**config.mk**
```make
export PLATFORM = sky130hd
export DESIGN_NAME = tccw_queue
export DESIGN_NICKNAME = d
export VERILOG_FILES = /design/src/design/tccw_pkg.sv /design/src/design/tccw_queue.sv
export SDC_FILE = /design/constraint.sdc
export NUM_CORES = 1
export LEC_CHECK = 0
export ABC_AREA = 1
export BUFFER_PORTS_ARGS = -buffer_cell sky130_fd_sc_hd__buf_4
export CORE_UTILIZATION = 60
export CTS_BUF_LIST = sky130_fd_sc_hd__clkbuf_2 sky130_fd_sc_hd__clkbuf_4 sky130_fd_sc_hd__clkbuf_8
export CTS_CLUSTER_DIAMETER = 40
export CTS_CLUSTER_SIZE = 40
export DETAILED_ROUTE_END_ITERATION = 12
export GPL_ROUTABILITY_DRIVEN = 0
export PLACE_DENSITY_LB_ADDON = 0.15
export SYNTH_ARGS = -nofsm -noshare
export SYNTH_HDL_FRONTEND = slang
export SYNTH_SLANG_ARGS = --single-unit
```
**constraint.sdc**
```tcl
create_clock -name clk -period 3.53 [get_ports clk]
set_input_delay 0.353 -clock clk [delete_from_list [all_inputs] [get_ports clk]]
set_output_delay 0.353 -clock clk [all_outputs]
set_load 0.005 [all_outputs]
```
**src/design/tccw_pkg.sv**
```systemverilog
// shared types and constants for the text console cell writer
`timescale 1ns / 1ps

package tccw_pkg;

    // fixed field widths of the request and result ports
    localparam int CMD_W  = 2;
    localparam int CHAR_W = 8;
    localparam int ATTR_W = 8;
    localparam int ROW_W  = 5;
    localparam int COL_W  = 7;
    localparam int CELL_W = CHAR_W + ATTR_W;

    // character codes and register reset value
    localparam logic [CHAR_W-1:0] NEWLINE_CODE       = 8'd10;
    localparam logic [CHAR_W-1:0] SPACE_CODE         = 8'd32;
    localparam logic [ATTR_W-1:0] DEFAULT_ATTR_RESET = 8'd15;

    // queue between front and back
    localparam int QUEUE_DEPTH = 4;
    localparam int QUEUE_AW    = 2;

    // command codes
    typedef enum logic [CMD_W-1:0] {
        CMD_PUT   = 2'd0,
        CMD_READ  = 2'd1,
        CMD_CLEAR = 2'd2,
        CMD_NOP   = 2'd3
    } cmd_t;

    // classified operation handed from front to back
    typedef struct packed {
        cmd_t              kind;
        logic              write_en;
        logic              scroll;
        logic [CELL_W-1:0] cell_data;
        logic [ROW_W-1:0]  cursor_row;
        logic [COL_W-1:0]  cursor_column;
    } op_t;

    // back end sequencer states
    typedef enum logic [2:0] {
        B_INIT,
        B_IDLE,
        B_READ,
        B_COPY,
        B_DRAIN,
        B_FILL
    } back_state_t;

endpackage

```
**src/design/tccw_queue.sv**
```systemverilog
// short first-in first-out queue between front and back end
`timescale 1ns / 1ps

module tccw_queue #(
    parameter int WIDTH = 32
) (
    input  logic             clk,
    input  logic             rst_n,
    input  logic             push,
    input  logic [WIDTH-1:0] push_data,
    output logic             push_ready,
    input  logic             pop,
    output logic             pop_valid,
    output logic [WIDTH-1:0] pop_data
);

    logic [WIDTH-1:0]              entry_reg [tccw_pkg::QUEUE_DEPTH];
    logic [tccw_pkg::QUEUE_AW-1:0] wr_ptr_reg, rd_ptr_reg;
    logic [tccw_pkg::QUEUE_AW:0]   count_reg, count_next;
    logic                          do_push, do_pop;

    assign push_ready = (count_reg != (tccw_pkg::QUEUE_AW + 1)'(tccw_pkg::QUEUE_DEPTH));
    assign pop_valid  = (count_reg != '0);
    assign pop_data   = entry_reg[rd_ptr_reg];
    assign do_push    = push && push_ready;
    assign do_pop     = pop && pop_valid;

    // occupancy
    always_comb
    begin
        count_next = count_reg;
        if (do_push && !do_pop)
            count_next = count_reg + 1'b1;
        else if (do_pop && !do_push)
            count_next = count_reg - 1'b1;
    end

    // pointers and count
    always_ff @(posedge clk or negedge rst_n)
    begin
        if (!rst_n)
        begin
            wr_ptr_reg <= '0;
            rd_ptr_reg <= '0;
            count_reg  <= '0;
        end
        else
        begin
            if (do_push)
                wr_ptr_reg <= wr_ptr_reg + 1'b1;
            if (do_pop)
                rd_ptr_reg <= rd_ptr_reg + 1'b1;
            count_reg <= count_next;
        end
    end

    // entry storage
    always_ff @(posedge clk)
    begin
        if (do_push)
            entry_reg[wr_ptr_reg] <= push_data;
    end

endmodule

```
After elaboration in Yosys (flattened, before gate mapping). Memory sizes are Yosys's and may differ from the RTL's. Index checks and enable logic that the tools add are counted.

Register bits after elaboration: 7. Bits in writable memories: 128. Input port bits: 36. Output and inout port bits: 34. Word-level logic and storage cells: 21. Memories kept: 1.

Add/subtract/negate cells: 4. Equal/unequal tests: 1. Multiplexer cells: 4. Reductions and logical operators: 8.

Memory list: entry_reg (depth 4, width 32, read ports 1, clocked after memory_dff 0, wr ports 1, RTL line tccw_queue.sv:17) `logic [WIDTH-1:0] entry_reg [tccw_pkg::QUEUE_DEPTH];`.

Operators by type and width (count): $mux W3 (2); $add A2 B1 Y2 const B (2); $logic_and A1 B1 Y1 (4); $add A3 B1 Y3 const B (1); $ne A3 B3 Y1 const B (1); $reduce_bool A3 Y1 (1); $sub A3 B1 Y3 const B (1); $logic_not A1 Y1 (2); $mux W1 (2); $reduce_bool A2 Y1 (1).

Longest topological paths before layout.
Depth after elaboration: 6. Mapped depth: 12. Gate-level depth less buffers: 12.

Least setup slack after synthesis. Ideal clock, no wire load.

Kind: reg-to-reg. Start: register count_reg[0] (netlist bit). End: memory entry_reg[0][0] (enable). Library setup time: 0.421 ns. Arrival: 2.125 ns. Data required time: 3.109 ns. Setup slack: 0.984 ns. Cell stages (with the launch flop): 5. Buffers on the path: 0. Period minus slack after synthesis: 2.546 ns. Cell sequence: dfrtp_1 -> inv_1 -> nand3_1 -> nand2_1 -> nor2_1.

Cells in the longest elaborated chain, start to end: 4.

Ends and longest elaborated chain: start: declaration (RTL line tccw_queue.sv:19) `logic [tccw_pkg::QUEUE_AW:0] count_reg, count_next;`; start signal: assignment (RTL line tccw_queue.sv:53) `count_reg <= count_next;`; $ne A3 B3 Y1 (RTL line tccw_queue.sv:22) `assign push_ready = (count_reg != (tccw_pkg::QUEUE_AW + 1)'(tccw_pkg::QUEUE_DEPTH));`; named net push_ready (RTL line tccw_queue.sv:11) `output logic push_ready,`; $logic_and A1 B1 Y1 (RTL line tccw_queue.sv:25) `assign do_push = push && push_ready;`; $mux W1 (RTL line tccw_queue.sv:60) `if (do_push)`; $mux W1 (not written as such) (RTL line tccw_queue.sv:61) `entry_reg[wr_ptr_reg] <= push_data;`; end: declaration (RTL line tccw_queue.sv:17).

The timed path passes the listed nets, and every way through them passes these cells.

Worst setup path in the final report.
Start: register rd_ptr_reg[0] (netlist bit). End: output port pop_data[15].

Cells in the longest elaborated chain, start to end: 1.

Ends and longest elaborated chain: start: declaration (RTL line tccw_queue.sv:18) `logic [tccw_pkg::QUEUE_AW-1:0] wr_ptr_reg, rd_ptr_reg;`; start signal: assignment (RTL line tccw_queue.sv:52) `rd_ptr_reg <= rd_ptr_reg + 1'b1;`; $mem_v2 Z4 W32; end: declaration (RTL line tccw_queue.sv:14) `output logic [WIDTH-1:0] pop_data`.

Every way passes these cells.

==> key figures <==
Floorplanning
  • Io pins: 70
  • DIE HEIGHT: 98.2 µm
  • Core Box Area: 8850 µm²
  • Die width: approximately 98 µm
  • Die Footprint: 9650 µm²
  • Starting Density: 0.628
  • Cell Rows: 34

Finish
  • Multi-input logic area: about 1100 µm²
  • Inserted Diodes: 0
  • FF/Latch Area: 4020 µm²
  • Final cell count without fillers: around 630
  • Layout net count: 553
  • Share of cells above drive strength 1: 0.219
  • Layout fillers: 579
  • Layout area overhead: 18.1%
  • Most frequent cells in the layout: edfxtp_1, nand2_1, buf_4, inv_1, o211ai_1
  • Most common cell after layout, fill and taps aside: edfxtp_1
  • Flip-flop count of the largest register after layout: 128

Worst setup path
  • Setup crit end: pop_data[15]
  • CP endpoint kind: output pin
  • R2R Path End: count_reg[1]
  • Worst R2R Setup Slack: 1.39 ns
  • Critical Path Start: rd_ptr_reg[0]
  • Crit Path Class: flop to output pin
  • Critical path's largest stage delay: approximately 0.49 ns
  • Critical path cell sequence: clkinv_2, buf_4, nand2_1, o211ai_1, nand2_1, buf_4
  • Crit Path Max Fanout: 50
  • Critical Path RT: about 3.2 ns
  • Type of origin of the critical path: flop
  • Worst Reg2Reg Path Length in Cells: 9
  • Crit Reg-Reg Startpoint: count_reg[0]
  • Worst EP arrival: 2.14 ns
  • Slowest cell on crit path: buf_4

Drt
  • Detail Route Antenna Nets: 0
  • Routed len/inst: 15.6 µm
  • DR vias: ~3,300
  • DRC Markers: 0
  • Iteration-0 DRC count of the detailed router: 147
  • Pre-antenna DRT Iters: 7
  • Post-Route WL: 9830 µm
  • Drt via density: 5.27

STA
  • Least-Margin Pin Slew: 0.576 ns
  • Final Cycle Share: 0.707
  • Total Negative Setup Slacks: 0 ns
  • Fin. Hold Viols: 0
  • Slew headroom: 0.615
  • Min Hold Slack: 0.125 ns
  • RSZ-0062 raised after global routing: false
  • Clk_skew: 0.00993 ns
  • Final Max Slew Viols: 0
  • Period minus WS final: 2.50 ns
  • Final setup viols: 0
  • Fmax achieved: between 400 and 500 MHz

Global routing
  • Initial antenna violation count: 0
  • GR Overflow Total: 0
  • Largest net degree at the start of global routing: 51
  • First-pass GRT wire length: 16,200 µm
  • Vias in the first global route: 3,357
  • GRT Total Usage: 0.225

Run status
  • Outcome: complete, no violations

Clocking
  • Post-CTS setup buffers: 0
  • CTS buffer count: 17
  • TritonCTS Sinks: 135
  • Htree depth: 4
  • Clock Root Buffer: clkbuf_8
  • CTS Buffer Depth: 2
  • Latest clock arrival within the worst-skew pair: 0.42 ns
  • CTS tree: done
  • CTS clk-pin slew, worst paths: 0.08 ns

Synth
  • Yosys reg bits: 135
  • Yosys warnings: 0
  • Avg Cell Area, Syn: 12.8 µm²
  • Post-Synth Simple-Gate Area: 0.0872
  • Cell variety after synth: 17
  • Sequential element share of the synthesized area: 0.723
  • Mapped Nets: 475
  • Mux cell area share after synthesis: 0
  • Synthesized area: 5560 µm²
  • Xor/xnor share of the synthesized area: 0.00158
  • Compound-Gate Fraction of Synth Area: 0.0874
  • Synth Area in Adders: 0.0149
  • Post-synthesis cell count: 433
  • Largest family of logic cells by synthesized area: compound AO/OA/AOI/OAI gates

Placed design
  • Port Buf Inserts: 69
  • Placed cell count: 599
  • Post-DP HPWL: 6180 µm

Min path
  • Worst min path class: input pin to flop

Flow run
  • Total of max-cap violations: 0

Power
  • Post-route total power: 5.35 mW
  • Power Density: approximately 800 nW/µm²
  • Maximum vdd drop: 0.420 mV
  • Static Leak: between 2 and 3 nW
==> cell usage after synthesis <==
library cell / n / area share
buf_2: 5 / 0.0045
nand2_1: 114 / 0.077
fa_1: 1 / 0.0036
inv_1: 78 / 0.053
dfrtp_1: 7 / 0.032
o21ai_0: 1 / 0.00090
inv_2: 1 / 0.00068
ha_1: 5 / 0.011
o211ai_1: 64 / 0.086
buf_6: 11 / 0.022
clkbuf_1: 2 / 0.0014
edfxtp_1: 128 / 0.69
xnor2_1: 1 / 0.0016
nor2_1: 4 / 0.0027
nand3_1: 7 / 0.0063
buf_4: 3 / 0.0041
nand4_1: 1 / 0.0011
==> critical path, delay by kind of cell (launching register included) <==
| kind | cells | cell delay [ns] |
|---|---|---|
| DFF | 1 | 0.41 |
| and+or+nand+nor | 2 | 0.23 |
| buffers and inverters | 3 | 0.96 |
| AOI/OAI and AO/OA | 1 | 0.11 |
==> power breakdown <==
group	switching (mW)	internal (mW)
sequential	0.0972	2.11
clock	0.598	0.713
combinational	1.09	0.746
==> metal layers <==
layer	share of wire	vias up	wire length, µm	GRT usage
met5	0	-	0	0
met4	0.0052	0	51	0.0746
met3	0.058	4	573	0.0651
met1	0.42	1584	4120	0.276
met2	0.52	98	5090	0.385
li1	-	1645	-	-
==> area by class of cell <==
cell class | instances | share of cell area
multi-input combinational | 198 | 0.166
clock buffer | 18 | 0.0368
inverter | 79 | 0.0454
sequential | 135 | 0.613
timing repair buffer | 80 | 0.0919
tap | 108 | 0.0206
clock inverter | 14 | 0.0265
==> worst min-delay path by stage <==
| stage | end | startpoint | slack (ns) | cells past startpoint |
|---|---|---|---|---|
| floorplan | count_reg[0] | rst_n | 0.06 | 0 |
| global placement | count_reg[2] | rst_n | 0.17 | 1 |
| detailed placement | count_reg[2] | rst_n | 0.17 | 1 |
| CTS | entry_reg[1][13] | push_data[13] | 0.11 | 1 |
| global route | entry_reg[0][15] | push_data[15] | 0.1 | 1 |
| finish | entry_reg[1][15] | push_data[15] | 0.13 | 1 |
==> stage by stage <==
step,utilization,setup WS [ns],instance area [µm²]
2_1_floorplan,-,0.984,5560
3_5_place_dp,0.693,1.39,6140
4_1_cts,0.742,1.02,6560
6_report,0.742,1.03,6560
5_1_grt,0.742,0.877,6560
3_3_place_gp,0.693,1.48,6140
==> cells by family (layout without fill, tap and decap cells) <==
kind of cell | count (synthesis) | count (layout)
adder cells (fa/ha/maj) | 6 | 6
buffers and inverters | 100 | 191
XOR/XNOR | 1 | 1
AO/OA/AOI/OAI | 65 | 65
flip-flops | 135 | 135
AND/OR/NAND/NOR | 126 | 126
==> what timing repair did <==
item | in CTS | in global routing
endpoints found under the hold margin | 7 | 0
hold buffers | 1 | 0
gates resized for setup | 0 | 0
Note: power is estimated with default switching activity, not from simulation.
