`src/design/tccw_pkg.sv`:
```
// shared types and constants for the text console cell writer
`timescale 1ns / 1ps

package tccw_pkg;

    // fixed field widths of the request and result ports
    localparam int CMD_W  = 2;
    localparam int CHAR_W = 8;
    localparam int ATTR_W = 8;
    localparam int ROW_W  = 5;
    localparam int COL_W  = 7;
    localparam int CELL_W = CHAR_W + ATTR_W;

    // character codes and register reset value
    localparam logic [CHAR_W-1:0] NEWLINE_CODE       = 8'd10;
    localparam logic [CHAR_W-1:0] SPACE_CODE         = 8'd32;
    localparam logic [ATTR_W-1:0] DEFAULT_ATTR_RESET = 8'd15;

    // queue between front and back
    localparam int QUEUE_DEPTH = 4;
    localparam int QUEUE_AW    = 2;

    // command codes
    typedef enum logic [CMD_W-1:0] {
        CMD_PUT   = 2'd0,
        CMD_READ  = 2'd1,
        CMD_CLEAR = 2'd2,
        CMD_NOP   = 2'd3
    } cmd_t;

    // classified operation handed from front to back
    typedef struct packed {
        cmd_t              kind;
        logic              write_en;
        logic              scroll;
        logic [CELL_W-1:0] cell_data;
        logic [ROW_W-1:0]  cursor_row;
        logic [COL_W-1:0]  cursor_column;
    } op_t;

    // back end sequencer states
    typedef enum logic [2:0] {
        B_INIT,
        B_IDLE,
        B_READ,
        B_COPY,
        B_DRAIN,
        B_FILL
    } back_state_t;

endpackage

```
`src/design/tccw_front.sv`:
```
// front end: accepts requests, owns cursor and default attribute, classifies each request
`timescale 1ns / 1ps

module tccw_front #(
    parameter int ROWS    = 25,
    parameter int COLUMNS = 80,
    localparam int AW     = $clog2(ROWS * COLUMNS)
) (
    input  logic                        clk,
    input  logic                        rst_n,
    input  logic                        in_valid,
    output logic                        in_ready,
    input  logic [tccw_pkg::CMD_W-1:0]  command,
    input  logic [tccw_pkg::CHAR_W-1:0] char_code,
    input  logic                        use_position,
    input  logic [tccw_pkg::ROW_W-1:0]  row,
    input  logic [tccw_pkg::COL_W-1:0]  column,
    input  logic [tccw_pkg::ATTR_W-1:0] attribute,
    input  logic                        cfg_valid,
    output logic                        cfg_ready,
    input  logic [tccw_pkg::ATTR_W-1:0] cfg_data,
    input  logic                        init_done,
    input  logic                        q_ready,
    output logic                        q_push,
    output tccw_pkg::op_t               q_op,
    output logic [AW-1:0]               q_addr
);

    localparam int RW = $clog2(ROWS);
    localparam int CW = $clog2(COLUMNS);

    logic [RW-1:0]               cur_row_reg, cur_row_next;
    logic [CW-1:0]               cur_col_reg, cur_col_next;
    logic [tccw_pkg::ATTR_W-1:0] def_attr_reg;

    tccw_pkg::cmd_t              cmd;
    logic [RW-1:0]               row_sat, pos_row, nxt_row;
    logic [CW-1:0]               col_sat, pos_col, nxt_col;
    logic [tccw_pkg::ATTR_W-1:0] attr_sel;
    logic                        is_newline, last_col, at_bottom;
    logic [AW-1:0]               pos_addr, sat_addr;

    assign cfg_ready = 1'b1;
    assign in_ready  = init_done && q_ready;
    assign q_push    = in_valid && in_ready;

    // saturate the given position and pick the put attribute
    always_comb
    begin
        cmd = tccw_pkg::cmd_t'(command);
        if (32'(row) >= ROWS)
            row_sat = RW'(ROWS - 1);
        else
            row_sat = RW'(row);
        if (32'(column) >= COLUMNS)
            col_sat = CW'(COLUMNS - 1);
        else
            col_sat = CW'(column);
        attr_sel   = (attribute != '0) ? attribute : def_attr_reg;
        is_newline = (char_code == tccw_pkg::NEWLINE_CODE);
    end

    // put position, newline jump and advance with scroll detection
    always_comb
    begin
        pos_row  = use_position ? row_sat : cur_row_reg;
        pos_col  = use_position ? col_sat : cur_col_reg;
        pos_addr = AW'(32'(pos_row) * COLUMNS + 32'(pos_col));
        sat_addr = AW'(32'(row_sat) * COLUMNS + 32'(col_sat));
        last_col  = is_newline || (pos_col == CW'(COLUMNS - 1));
        at_bottom = (pos_row == RW'(ROWS - 1));
        if (last_col)
        begin
            nxt_col = '0;
            nxt_row = at_bottom ? pos_row : RW'(pos_row + 1'b1);
        end
        else
        begin
            nxt_col = CW'(pos_col + 1'b1);
            nxt_row = pos_row;
        end
    end

    // build the operation and the cursor after it
    always_comb
    begin
        cur_row_next     = cur_row_reg;
        cur_col_next     = cur_col_reg;
        q_op.kind        = cmd;
        q_op.write_en    = 1'b0;
        q_op.scroll      = 1'b0;
        q_op.cell_data   = {attr_sel, char_code};
        q_addr           = pos_addr;
        case (cmd)
            tccw_pkg::CMD_PUT:
            begin
                q_op.write_en = !is_newline;
                q_op.scroll   = last_col && at_bottom;
                cur_row_next  = nxt_row;
                cur_col_next  = nxt_col;
            end
            tccw_pkg::CMD_READ:
            begin
                q_addr = sat_addr;
            end
            tccw_pkg::CMD_CLEAR:
            begin
                q_op.cell_data = {def_attr_reg, tccw_pkg::SPACE_CODE};
                cur_row_next   = '0;
                cur_col_next   = '0;
            end
            default:
            begin
                q_op.kind = tccw_pkg::CMD_NOP;
            end
        endcase
        q_op.cursor_row    = tccw_pkg::ROW_W'(cur_row_next);
        q_op.cursor_column = tccw_pkg::COL_W'(cur_col_next);
    end

    // cursor and default attribute registers
    always_ff @(posedge clk or negedge rst_n)
    begin
        if (!rst_n)
        begin
            cur_row_reg  <= '0;
            cur_col_reg  <= '0;
            def_attr_reg <= tccw_pkg::DEFAULT_ATTR_RESET;
        end
        else
        begin
            if (q_push)
            begin
                cur_row_reg <= cur_row_next;
                cur_col_reg <= cur_col_next;
            end
            if (cfg_valid && cfg_ready)
                def_attr_reg <= cfg_data;
        end
    end

endmodule

```
`config.mk`:
```
export PLATFORM = sky130hd
export DESIGN_NAME = tccw_front
export DESIGN_NICKNAME = d
export VERILOG_FILES = /design/src/design/tccw_pkg.sv /design/src/design/tccw_front.sv
export SDC_FILE = /design/constraint.sdc
export NUM_CORES = 1
export LEC_CHECK = 0
export ABC_AREA = 1
export BUFFER_PORTS_ARGS = -buffer_cell sky130_fd_sc_hd__buf_2
export CELL_PAD_IN_SITES_DETAIL_PLACEMENT = 0
export CELL_PAD_IN_SITES_GLOBAL_PLACEMENT = 1
export CORE_MARGIN = 4
export CORE_UTILIZATION = 30
export CTS_CLUSTER_SIZE = 16
export DETAILED_ROUTE_END_ITERATION = 16
export PLACE_DENSITY_LB_ADDON = 0.1
export SKIP_LAST_GASP = 1
export SYNTH_ARGS = -nofsm -noshare
export SYNTH_HDL_FRONTEND = slang
export SYNTH_SLANG_ARGS = --single-unit
export TNS_END_PERCENT = 30
```
`constraint.sdc`:
```
create_clock -name clk -period 3.5 [get_ports clk]
set_input_delay 0.175 -clock clk [delete_from_list [all_inputs] [get_ports clk]]
set_output_delay 0.175 -clock clk [all_outputs]
set_load 0.05 [all_outputs]
```
# Word-level counts from Yosys, hierarchy flattened

Index checks and enable logic that the tools add are counted.

Register bits after elaboration: 20
Input port bits: 45
Output and inout bits: 46
Logic and storage cells: 38

Add/subtract/negate cells: 4
$mul: 2
Order comparisons: 2
Eq/ne operators: 5
Mux-type cells: 14
Reductions and logical operators: 8

Operators with widths:

| kind                                                                  | count |
|---|---|
| 11-bit by 7-bit adder with 11-bit output                              | 2 |
| 7-bit two-way mux                                                     | 3 |
| 5-bit two-way mux                                                     | 4 |
| 16-bit two-way mux                                                    | 1 |
| 5-bit by 3-bit multiplier with 7-bit output, second input constant    | 2 |
| 7-bit one-hot mux with 2 select lines                                 | 1 |
| 11-bit two-way mux                                                    | 1 |
| 5-bit one-hot mux with 2 select lines                                 | 1 |
| 8-bit by 4-bit equality test with 1-bit output, second input constant | 1 |
| 8-bit two-way mux                                                     | 1 |
| 8-bit nonzero test                                                    | 1 |
| 7-bit by 1-bit adder with 7-bit output, second input constant         | 1 |
| 7-bit equality test, second input constant                            | 1 |
| 7-bit greater-or-equal comparator, second input constant              | 1 |
| 5-bit by 1-bit adder with 5-bit output, second input constant         | 1 |
| 5-bit equality test, second input constant                            | 1 |
| 5-bit greater-or-equal comparator, second input constant              | 1 |
| 2-bit two-way mux                                                     | 2 |
| 1-bit logical AND                                                     | 3 |
| 3-bit OR reduction                                                    | 1 |
| 2-bit by 1-bit equality test with 1-bit output, second input constant | 1 |
| 2-bit equality test, second input constant                            | 1 |
| 2-bit logical NOT                                                     | 1 |
| 1-bit logical NOT                                                     | 1 |
| 1-bit logical OR                                                      | 1 |

# Depth between registers and ports, before layout

Word-level depth: 7
Mapped depth: 17
Gate-level depth less buffers: 17

# Least setup slack after synthesis

Ideal clock, no wire load.

Kind: input port to output port
Start: input port use_position
End: output port q_addr[9]
Arrival: 3.262 ns
Data required time: 3.325 ns
Path slack: 0.063 ns
Stages on the path: 12
Buffers on the path: 2
Cells stage by stage: buf_6 > buf_8 > o21ai_1 > inv_1 > nor2_1 > nor2_1 > ha_1 > fa_1 > inv_1 > nor2_1 > xor2_1 > o21ai_0

Word-level cells in the longest chain between the ends: 4
Elaborated cells on any way between the ends: 5
Those cells by class: add/sub: 1; mul: 1; mux: 3

Ends and longest elaborated chain:

| item                                         | line             | text |
|---|---|---|
| start: declaration                           | tccw_front.sv:15 | `input logic use_position,` |
| 5-bit two-way mux                            | tccw_front.sv:66 | `pos_row = use_position ? row_sat : cur_row_reg;` |
| 5-bit by 3-bit multiplier with 7-bit output  | tccw_front.sv:68 | `pos_addr = AW'(32'(pos_row) * COLUMNS + 32'(pos_col));` |
| 11-bit by 7-bit adder with 11-bit output (*) | tccw_front.sv:68 |  |
| 11-bit two-way mux (*)                       | tccw_front.sv:94 | `case (cmd)` |
| end: declaration                             | tccw_front.sv:26 | `output logic [AW-1:0] q_addr` |

Every way passes the cells marked *; elsewhere a longest branch is shown, timed or not.

# Worst setup path in the final report

Start: register cur_row_reg[3]
End: output port q_addr[10]

Word-level cells in the longest chain between the ends: 4

Ends and longest elaborated chain:

| item                                        | line              | text |
|---|---|---|
| start: declaration                          | tccw_front.sv:32  | `logic [RW-1:0] cur_row_reg, cur_row_next;` |
| start signal: assignment                    | tccw_front.sv:134 | `cur_row_reg <= cur_row_next;` |
| 5-bit two-way mux                           | tccw_front.sv:66  |  |
| 5-bit by 3-bit multiplier with 7-bit output | tccw_front.sv:68  |  |
| 11-bit by 7-bit adder with 11-bit output    | tccw_front.sv:68  |  |
| 11-bit two-way mux                          | tccw_front.sv:94  |  |

Every way passes these cells.

==> impl_metrics.prom <==
# TYPE chip_impl_metric gauge
chip_impl_metric{name="synth-seq-cells",unit=""} 20
chip_impl_metric{name="final_cell_area_excluding_filler_cells",unit="mm²"} 0.00307
chip_impl_metric{name="routed_wire_length_per_instance",unit="µm"} 12.4
chip_impl_info{name="worstPathCellList",value="inv_1 > o21ai_4 > inv_1 > nor2_1 > nor2_1 > ha_1 > fa_1 > inv_1 > or2_2 > nor2_1 > xnor2_1 > nand2_1 > o21ai_1 > buf_2"} 1
chip_impl_metric{name="multiInputGateArea",unit="mm²"} 0.00163
chip_impl_metric{name="period_minus_slack",unit="ns"} 3.26
chip_impl_info{name="synth_top_flop_cell",value="sky130_fd_sc_hd__dfrtp_1"} 1
chip_impl_metric{name="drv.max_cap_violation_count",unit=""} 0
chip_impl_metric{name="post_cts_hold_buffer_count",unit=""} 1
chip_impl_metric{name="sequential_cell_area",unit="µm²"} 505
chip_impl_metric{name="finalSetupViolCount",unit=""} 0
chip_impl_metric{name="crit_path_max_fanout",unit=""} 5
chip_impl_metric{name="drt_iter0_markers",unit=""} 93
chip_impl_metric{name="synth-adder-area-share",unit="%"} 11.1
chip_impl_metric{name="mappedNetlistNets",unit=""} 462
chip_impl_metric{name="io_pins",unit=""} 91
chip_impl_metric{name="synthesis.area",unit="mm²"} 0.00245
chip_impl_metric{name="final_cell_count_no_fill",unit=""} 586
chip_impl_metric{name="totalWireLength",unit="mm"} 7.24
chip_impl_metric{name="asyncSetResetFlopFracSynth",unit="%"} 100
chip_impl_metric{name="grt_start_max_net_pins",unit=""} 21
chip_impl_metric{name="synth_compound_area_share",unit="%"} 15.2
chip_impl_metric{name="portBuffers",unit=""} 89
chip_impl_info{name="setup.worst_path.class",value="reg2out"} 1
chip_impl_metric{name="antenna_found_initial",unit=""} 0
chip_impl_info{name="largest_family_of_logic_cells_by_synthesized_area",value="simple AND/OR/NAND/NOR gates"} 1
chip_impl_metric{name="total_leakage_power",unit="nW"} 1.80
chip_impl_metric{name="detailed_place.area",unit="mm²"} 0.00299
chip_impl_metric{name="design.die.area",unit="mm²"} 0.00968
chip_impl_info{name="mostFrequentLayoutCell",value="sky130_fd_sc_hd__nand2_1"} 1
chip_impl_metric{name="max_ffs_per_register",unit=""} 8
chip_impl_metric{name="cts_buffers",unit=""} 3
chip_impl_metric{name="grt.overflow.total",unit=""} 0
chip_impl_metric{name="drive_gt1_share",unit="%"} 25.8
chip_impl_metric{name="finalPower",unit="W"} 0.00116
chip_impl_metric{name="dr.pass1.iters",unit=""} 4
chip_impl_metric{name="cts_h_tree_depth",unit=""} 1
chip_impl_info{name="ctsRootBufferMaster",value="sky130_fd_sc_hd__clkbuf_8"} 1
chip_impl_metric{name="syn_inst",unit=""} 397
chip_impl_metric{name="power.density",unit="mW/mm²"} 377
chip_impl_metric{name="slew_headroom",unit="%"} 65.1
chip_impl_metric{name="inserted_diodes",unit=""} 0
chip_impl_metric{name="synth.lib_cells_used.distinct",unit=""} 40
chip_impl_metric{name="vdd_ir_drop_max",unit="V"} 0.000214
chip_impl_info{name="grt_setup_unrepaired",value="no"} 1
chip_impl_metric{name="vias",unit=""} 2672
chip_impl_metric{name="synth_xor_xnor_area_share",unit="%"} 3.22
chip_impl_info{name="setup.worst_path.start_class",value="register"} 1
chip_impl_metric{name="yosysWarningCount",unit=""} 0
chip_impl_metric{name="row_count",unit=""} 32
chip_impl_info{name="status",value="completed"} 1
chip_impl_metric{name="synthMuxAreaShare",unit="%"} 0
chip_impl_metric{name="worstPathArrival",unit="ns"} 3.09
chip_impl_info{name="most-common-layout-cells",value="132 x sky130_fd_sc_hd__nand2_1, 89 x sky130_fd_sc_hd__buf_2, 65 x sky130_fd_sc_hd__inv_1"} 1
chip_impl_metric{name="core_area",unit="mm²"} 0.00785
chip_impl_metric{name="syn2layout_area_growth",unit="%"} 25.2
chip_impl_metric{name="fill_cells",unit=""} 909
chip_impl_metric{name="cts.reportedPaths.clkPinSlew",unit="ns"} 0.08
chip_impl_metric{name="clock-skew-final",unit="ns"} 0.00175
chip_impl_metric{name="critPathMaxStageDelay",unit="ns"} 0.48
chip_impl_info{name="worst_setup_path_end_kind",value="output port"} 1
chip_impl_info{name="tritoncts",value="built"} 1
chip_impl_metric{name="timing.final.crit_share",unit="%"} 93.2
chip_impl_metric{name="slew_violations",unit=""} 0
chip_impl_metric{name="hold_viol_final",unit=""} 0
chip_impl_metric{name="initial_utilization",unit="%"} 31.2
chip_impl_info{name="holdCritPathClass",value="in2reg"} 1
chip_impl_metric{name="gp_congestion",unit=""} 0.815
chip_impl_metric{name="post-route-drc-count",unit=""} 0
chip_impl_metric{name="wire_length_of_the_first_global_routing_pass",unit="mm"} 12.1
chip_impl_metric{name="fin_tns_setup",unit="ns"} 0
chip_impl_metric{name="r2r_slack",unit="ns"} 1.44
chip_impl_metric{name="cts_resized",unit=""} 0
chip_impl_metric{name="worst_pin_slew",unit="ns"} 0.523
chip_impl_metric{name="cts_post_setup_buffers_inserted",unit=""} 0
chip_impl_metric{name="grt_pass1_vias",unit=""} 2569
chip_impl_metric{name="die_width",unit="µm"} 98.4
chip_impl_metric{name="post_drt_via_cell_ratio",unit=""} 4.56
chip_impl_metric{name="cts_max_path_buffers",unit=""} 2
chip_impl_metric{name="grt.total_usage",unit="%"} 14.8
chip_impl_metric{name="yosysSeqAreaShare",unit="%"} 20.6
chip_impl_metric{name="count_of_flip_flops_with_a_built_in_enable_after_synthesis",unit=""} 0
chip_impl_metric{name="placed_cells",unit=""} 581
chip_impl_metric{name="synth.avg_cell_area",unit="µm²"} 6.17
chip_impl_metric{name="hold_slack",unit="ns"} 0.111
chip_impl_metric{name="die-height",unit="µm"} 98.4
chip_impl_metric{name="simple_gate_share_of_the_synthesized_area",unit="%"} 36.6
chip_impl_metric{name="dpl.hpwl",unit="mm"} 6.04
chip_impl_metric{name="ant_nets",unit=""} 0
chip_impl_metric{name="worst-endpoint-required",unit="ns"} 3.32
chip_impl_metric{name="clk_latency",unit="ns"} 0.26
chip_impl_metric{name="design.final.nets",unit=""} 550
chip_impl_metric{name="numClockSinks",unit=""} 20
chip_impl_info{name="crit_slowest_cell",value="sky130_fd_sc_hd__fa_1"} 1
chip_impl_metric{name="fmaxAchievable",unit="MHz"} 307
## area by class of cell
cell class / count / area share, %
timing repair buffer: 94 / 15.8
tap: 102 / 4.16
clock inverter: 1 / 0.979
inverter: 67 / 8.20
multi-input combinational: 299 / 53.0
clock buffer: 3 / 1.35
sequential: 20 / 16.5
## critical path: cells and delay by family (launching register included)
kind,cells,cell delay (ns)
buf+inv,4,0.54
compound gates,2,0.25
simple gates,5,0.80
xor+xnor,1,0.12
flops,1,0.38
fa+ha+maj,2,0.71
## cells by family (layout without fill, tap and decap cells)
kind of cell               count (synthesis)  after routing
DFF                                       20             20
other                                      1              1
and+or+nand+nor                          208            208
xor gates and xnor gates                   9              9
AOI/OAI and AO/OA                         61             61
buffers and inverters                     78            165
adders and majority gates                 20             20
## layer usage
layer	global-route usage (%)	routed length [µm]	up-vias
met1	20.1	3410	1193
met2	25.5	3490	52
met3	2.43	286	4
li1	-	-	1423
met5	0	0	-
met4	1.79	46	0
## power breakdown
group          switching (W)  leakage [nW]  internal [W]
Sequential         0.0000166         0.250      0.000263
Combinational       0.000463          1.52      0.000178
Clock              0.0000824        0.0357      0.000153
Total               0.000562          1.80      0.000594
## cells in the mapped netlist (2+ instances only)
| cell | number | area, µm² |
|---|---|---|
| sky130_fd_sc_hd__nor2_2 | 2 | 12.5 |
| sky130_fd_sc_hd__xor2_1 | 6 | 52.6 |
| sky130_fd_sc_hd__nor2_1 | 22 | 82.6 |
| sky130_fd_sc_hd__o21ai_1 | 7 | 35.0 |
| sky130_fd_sc_hd__nand3_1 | 27 | 135 |
| sky130_fd_sc_hd__buf_4 | 2 | 15.0 |
| sky130_fd_sc_hd__nor3_1 | 4 | 20.0 |
| sky130_fd_sc_hd__o21ai_2 | 3 | 26.3 |
| sky130_fd_sc_hd__a31oi_1 | 2 | 12.5 |
| sky130_fd_sc_hd__fa_1 | 3 | 60.1 |
| sky130_fd_sc_hd__nand4_1 | 2 | 12.5 |
| sky130_fd_sc_hd__o21ai_0 | 31 | 155 |
| sky130_fd_sc_hd__nor4_1 | 4 | 25.0 |
| sky130_fd_sc_hd__nand2_2 | 6 | 37.5 |
| sky130_fd_sc_hd__ha_1 | 17 | 213 |
| sky130_fd_sc_hd__o22ai_2 | 2 | 25.0 |
| sky130_fd_sc_hd__clkbuf_1 | 7 | 26.3 |
| sky130_fd_sc_hd__or2_2 | 3 | 18.8 |
| sky130_fd_sc_hd__a21oi_1 | 8 | 40.0 |
| sky130_fd_sc_hd__dfstp_2 | 4 | 105 |
| sky130_fd_sc_hd__xnor2_1 | 3 | 26.3 |
| sky130_fd_sc_hd__dfrtp_1 | 16 | 400 |
| sky130_fd_sc_hd__nand2_4 | 2 | 22.5 |
| sky130_fd_sc_hd__inv_1 | 65 | 244 |
| sky130_fd_sc_hd__o22ai_1 | 3 | 18.8 |
| sky130_fd_sc_hd__nand2_1 | 132 | 495 |
## stage by stage
step | util (%) | setup WS [ns]
2_1_floorplan | - | 0.0634
3_3_place_gp | 38.0 | 0.429
3_5_place_dp | 38.0 | 0.365
4_1_cts | 39.1 | 0.211
5_1_grt | 39.1 | 0.0307
6_report | 39.1 | 0.238
## path summary, 6_finish.rpt
kind / startpoint / end / cells past startpoint
max in group asynchronous: rst_n / def_attr_reg[3]$_DFFE_PN1P_ / 2
hold reg to reg: def_attr_reg[0]$_DFFE_PN1P_ / def_attr_reg[0]$_DFFE_PN1P_ / 2
setup / recovery: cur_row_reg[3]$_DFFE_PN0P_ / q_addr[10] / 14
setup reg to reg: cur_col_reg[0]$_DFFE_PN0P_ / cur_col_reg[1]$_DFFE_PN0P_ / 12
hold / removal: cfg_data[0] / def_attr_reg[0]$_DFFE_PN1P_ / 3
min in group asynchronous: rst_n / def_attr_reg[7]$_DFFE_PN0P_ / 2
Note: power is estimated with default switching activity, not from simulation.
